--- config.mk ---
export PLATFORM = sky130hd
export DESIGN_NAME = drwq_shadow
export DESIGN_NICKNAME = d
export VERILOG_FILES = /design/src/drwq_pkg.sv /design/src/drwq_shadow.sv
export SDC_FILE = /design/constraint.sdc
export NUM_CORES = 2
export LEC_CHECK = 0
export BUFFER_PORTS_ARGS = -buffer_cell sky130_fd_sc_hd__buf_4
export CORE_ASPECT_RATIO = 0.75
export CORE_MARGIN = 5
export CORE_UTILIZATION = 30
export CTS_BUF_LIST = sky130_fd_sc_hd__clkbuf_4
export CTS_CLUSTER_SIZE = 8
export DETAILED_ROUTE_END_ITERATION = 8
export GPL_TIMING_DRIVEN = 0
export PLACE_DENSITY = 0.4
export SKIP_LAST_GASP = 1
export SYNTH_ARGS = -nofsm -noshare
export SYNTH_HDL_FRONTEND = slang
export SYNTH_SLANG_ARGS = --single-unit
--- constraint.sdc ---
create_clock -name clk -period 6.45 [get_ports clk]
set_input_delay 0.3225 -clock clk [delete_from_list [all_inputs] [get_ports clk]]
set_output_delay 0.3225 -clock clk [all_outputs]
set_load 0.03 [all_outputs]
--- src/drwq_pkg.sv ---
// shared constants and types for the delayed register write queue
package drwq_pkg;

  localparam int DEF_QUEUE_DEPTH  = 64;
  localparam int DEF_WINDOW_BYTES = 256;

  localparam logic [15:0] DEF_RELEASE_DELAY = 16'd512;

  localparam logic OP_WRITE = 1'b0;
  localparam logic OP_TICK  = 1'b1;

  typedef struct packed {
    logic        half;
    logic [7:0]  offset;
    logic [31:0] value;
  } out_item_t;

  typedef struct packed {
    logic [15:0] rel;
    out_item_t   item;
  } ring_entry_t;

endpackage

--- src/drwq_shadow.sv ---
// shadow copy of the register window: registered-read memory with per-word valid bits
module drwq_shadow #(
  parameter int WORDS = drwq_pkg::DEF_WINDOW_BYTES / 4,
  parameter int AW    = $clog2(WORDS)
) (
  input  logic          clk,
  input  logic          rst,
  input  logic          rd_en,
  input  logic [AW-1:0] rd_addr,
  output logic [31:0]   rd_data,
  input  logic          wr_en,
  input  logic [AW-1:0] wr_addr,
  input  logic [31:0]   wr_data
);

  logic [31:0]      mem [WORDS];
  logic [31:0]      mem_q;
  logic             hit;
  logic [WORDS-1:0] valid;

  always_ff @(posedge clk) begin
    if (wr_en) begin
      mem[wr_addr] <= wr_data;
    end
    if (rd_en) begin
      mem_q <= mem[rd_addr];
    end
  end

  always_ff @(posedge clk) begin
    if (rst) begin
      valid <= '0;
      hit   <= 1'b0;
    end else begin
      if (wr_en) begin
        valid[wr_addr] <= 1'b1;
      end
      if (rd_en) begin
        hit <= valid[rd_addr];
      end
    end
  end

  // never-written words read as zero
  assign rd_data = hit ? mem_q : 32'd0;

endmodule

Word level (Yosys, flattened, before mapping)
Memories as Yosys holds them, arrays and structs flattened. A register that Yosys moved wholly into a read port is not among the register bits.
Cells that the tools add are included.
W data, S select, Z words.
{"block": "totals", "reg_bits": 65, "mem_bits_rw": 2048, "out_inout_bits": 32, "wordCells": 15, "mem_count": 1}
{"block": "op_classes", "magnitude_cmp": 3, "n_mux": 7, "bitwise": 1, "n_reduce_logical": 1}
{"memory": "mem", "depth": 64, "width": 32, "rd": 1, "rd_clocked_by_memory_dff": 1, "wr": 1, "line": "drwq_shadow.sv:16", "rtl": "logic [31:0] mem [WORDS];"}
{"op": "$or A64 B64 Y64", "count": 1}
{"op": "$mux W32", "count": 1}
{"op": "$lt A6 B7 Y1 const B", "count": 2}
{"op": "$bmux W1 S6", "count": 1}
{"op": "$demux W1 S6", "count": 1}
{"op": "$ge A6 B1 Y1 const B", "count": 1}
{"op": "$mux W1", "count": 4}
{"op": "$logic_and A1 B1 Y1", "count": 1}

Longest topological paths before layout
{"block": "depth", "word_depth": 5, "depth_mapped": 10, "ltp_nobuf": 5}

Least setup slack after synthesis
OpenSTA, ideal clock, no wires.
{"block": "synth_timing", "path_kind": "input to register", "start": "input port wr_en", "end": "memory mem[40][0], enable pin", "arrival_ns": 3.054, "required_time_ns": 5.987, "setup_slack_ns": 2.933, "stages": 3, "path_buffers": 0, "cell_sequence": "nor2b_1 > nand3_1 > nor3_1"}
{"block": "synth_via", "elab_chain_cells": 2}
{"item": "start: declaration", "line": "drwq_shadow.sv:11", "rtl": "input logic wr_en,"}
{"item": "$mux W1", "line": "drwq_shadow.sv:22", "rtl": "if (wr_en) begin"}
{"item": "$mux W1 (implied by the code)", "line": "drwq_shadow.sv:23", "rtl": "mem[wr_addr] <= wr_data;"}
{"item": "end: declaration", "line": "drwq_shadow.sv:16"}
Every way passes these cells.

Worst setup path in the final report
{"block": "layout_timing", "start": "input port rd_addr[4]", "end": "register hit"}
{"block": "layout_via", "elab_chain_cells": 2}
{"item": "start: declaration", "line": "drwq_shadow.sv:9", "rtl": "input logic [AW-1:0] rd_addr,"}
{"item": "$bmux W1 S6", "line": "drwq_shadow.sv:39", "rtl": "hit <= valid[rd_addr];"}
{"item": "$mux W1 (implied by the code)", "line": "drwq_shadow.sv:39"}
{"item": "end signal: assignment", "line": "drwq_shadow.sv:39"}
{"item": "end: declaration", "line": "drwq_shadow.sv:18", "rtl": "logic hit;"}
Every way passes these cells. The select of a mux whose other input is x is not followed.
A chain may end at the register's enable or synchronous reset.

==> results.toml <==
[run_status]
status = "complete, no violations"

[clock_network]
cts_setup_buffers = 0
root_buffer = "clkbuf_4"
cts_tree = "done"
clk_pin_slew_ps = 80
cts_sinks = 2145
cts-buffers-inserted = 562
h-tree-depth = 6
clk_path_buf_depth = 4
clock_latency_ps = 1230

[routing]
routedWlPerCell_um = 30.5
via_per_inst = 4.88
postRouteAntennaNets = 0
via_count = 39700
drc = 0
drt-pass1-iter-count = 7
drtIter0Drc = 4145
routed_wl_mm = 247

[global_route]
grt_max_degree = 65
grt_pass1_wl_mm = 339
grt.overflow.total = 0
antenna_found_initial = 35
grt_pass1_vias = 41200
grt_usage_pct = 17.4

[setup_path]
crit_required_ps = 7570
critPathTopFamily = "buffers and inverters"
cp_cell_sequence = "clkbuf_1 -> clkbuf_2 -> clkbuf_1 -> clkbuf_1 -> o31ai_1 -> a311oi_1 -> o41ai_1 -> dlygate4sd3_1"
worstPathArrival_ps = 4650
cp_num_buf_inv = 5
cpMostUsedCell = "clkbuf_1"
critPathLaunchType = "primary input"
worst-setup-path-type = "primary input to flop"
crit_path_max_incr_delay_ps = 1120
cp.depth = 8
worstPathMaxFanout = 10
rr_worst_depth = 4
crit_slowest_cell = "clkbuf_1"
endpoint_kind = "flop"

[placement]
port_buffers = 74
post_dp_cell_area_sq_um = 89000
hpwl_mm = 166
gp_congestion = 0.800

[layout]
area_growth_pct = 18.6
fillers = 25000
final_cell_area_sq_um = 96700
multi_input_area_sq_um = 17300
nets = 4178
regArea_sq_um = 63800
drive_gt1_share_pct = 41.4

[floorplanning]
rows = 165
core-area_sq_um = 270000
die-area_sq_um = 282000
die_w_um = 612
die_y_um = 461
ioPinCount = 80
start_util_pct = 30.2

[logic_synthesis]
async_reset_ff_share_pct = 0
synth_area_leaders = "edfxtp_1 77%, mux4_2 19%, dfxtp_1 1.6%"
synth_top_area_share_pct = 76.7
synth_edf_count = 2080
syn_nets = 3371
synth.distinct_cells = 34
ys_seq_area_share_pct = 78.3
yosys.area.top_type = "edfxtp_1"
yosysWarnings = 0
synth.avg_cell_area_sq_um = 24.5
syn_inst = 3323
netlist_area_sq_um = 81500
synthFlopType = "edfxtp_1"
ys_ff_latch = 2145

[sta]
finalCriticalPeriod_ps = 3530
hold_slack_ps = 213
fin_worst_skew_ps = 56.8
hold_violations = 0
rsz0062_at_grt = "no"
tns_ps = 0
post-route-period-util_pct = 54.7
worst_pin_slew_ps = 1460
fmax_ghz = 0.283
slew_violations = 0
setup_viol = 0
relSlewSlack_pct = 2.65

[run]
cap_viol_max_count = 0

[power_and_ir_drop]
total_power_w = 0.0290
ir_drop_mv = 0.144
power_density_nw_per_um2 = 299
p_leak_nw = 30.4

[worst_hold_path]
hold_class = "primary input to flop"
hold_depth = 2
-- through the flow --
stage	util [%]	instances	setup WS (ps)
after global placement	32.0	6987	-1370
after floorplan	-	3323	2930
after global routing	35.8	8099	3040
final	35.8	8117	2920
after detailed placement	33.0	7090	1840
after CTS	35.8	8096	3000
-- final cells by class --
type                       count  share of cell area [%]
clock inverter               124                   0.852
sequential                  2145                    66.0
clock buffer                 816                    6.34
antenna                       21                  0.0544
tap                         3590                    4.65
timing repair buffer         243                    3.33
multi-input combinational   1002                    17.9
buffer                       174                   0.887
inverter                       2                 0.00777
-- timing repair --
| item | 4_1_cts | 5_1_grt |
|---|---|---|
| endpoints found under the hold margin | 2425 | 0 |
| resized for setup | 0 | 0 |
| setup endpoints to repair | 0 | 0 |
| hold buffers | 66 | 0 |
-- state kept, by name, indices dropped and copies added, names as in the netlist --
signal / cells
mem_q: 32
mem: 2048
valid: 64
hit: 1
-- cells by family (layout without fill, tap and decap cells) --
family                 count (synthesis)  in the layout  synth area share [%]
buffers and inverters                176           1359                  1.05
AO/OA/AOI/OAI                         19             19                 0.177
flip-flops                          2145           2145                  78.3
other                                  0             21                     0
multiplexers                         717            717                  19.1
AND/OR/NAND/NOR                      266            266                  1.42
-- cells in the final DEF (no fill, tap or decap), drive strengths merged, types with 11 or more instances in the layout --
master and count:
edfxtp 2080, clkbuf 903, mux4 670, buf 265
nor2 184, clkinv 89, dfxtp 65, dlygate4sd3 65
mux2i 44, and2 33, inv 23, diode 21
bufinv 13, nor2b 12, nand2 11
-- where the power goes --
part           leakage [nW]  internal [W]  switching [W]
clock network          4.19       0.00628        0.00560
logic                  6.96      0.000600        0.00104
registers              19.3        0.0154      0.0000348
total                  30.4        0.0223        0.00667
-- cells in the mapped netlist, types with 2 or more instances --
master,count
a211oi_1,2
a21oi_1,2
a22oi_1,2
a31oi_1,2
and2_1,33
buf_1,11
buf_2,45
buf_4,27
buf_6,4
clkbuf_1,86
dfxtp_1,65
edfxtp_1,2080
inv_1,2
mux2_2,3
mux2i_1,44
mux4_2,670
nand2_1,11
nand2b_1,5
nand3_1,9
nand3b_1,2
nand4_1,2
nor2_1,184
nor2b_1,12
nor3_1,5
nor4_1,2
o21ba_2,4
o22ai_1,2
-- worst paths after layout --
check	start	to	slack, ps
worst max-delay path	rd_addr[4]	hit$_SDFFE_PP0P_	2920
worst min-delay path	wr_data[26]	mem[60][26]$_DFFE_PP_	210
worst max register to register	mem[31][29]$_DFFE_PP_	mem_q[29]$_DFFE_PP_	3860
worst min register to register	valid[57]$_SDFFE_PP0P_	valid[57]$_SDFFE_PP0P_	470
-- per-layer routing --
layer  vias up  global-route usage [%]  wire, um
li1      16300                       -         -
met1     21500                    26.1    115000
met2      1450                    25.3    108000
met3       379                    4.26     19600
met4         6                    4.65      5270
met5         -                       0        42
-- worst register-to-register path: stages (launching register included) --
cell	delay, ps
edfxtp_1	370
mux4_2	510
mux4_2	500
mux2i_1	600
mux2i_1	290
Power figures use the tool's default switching activity.
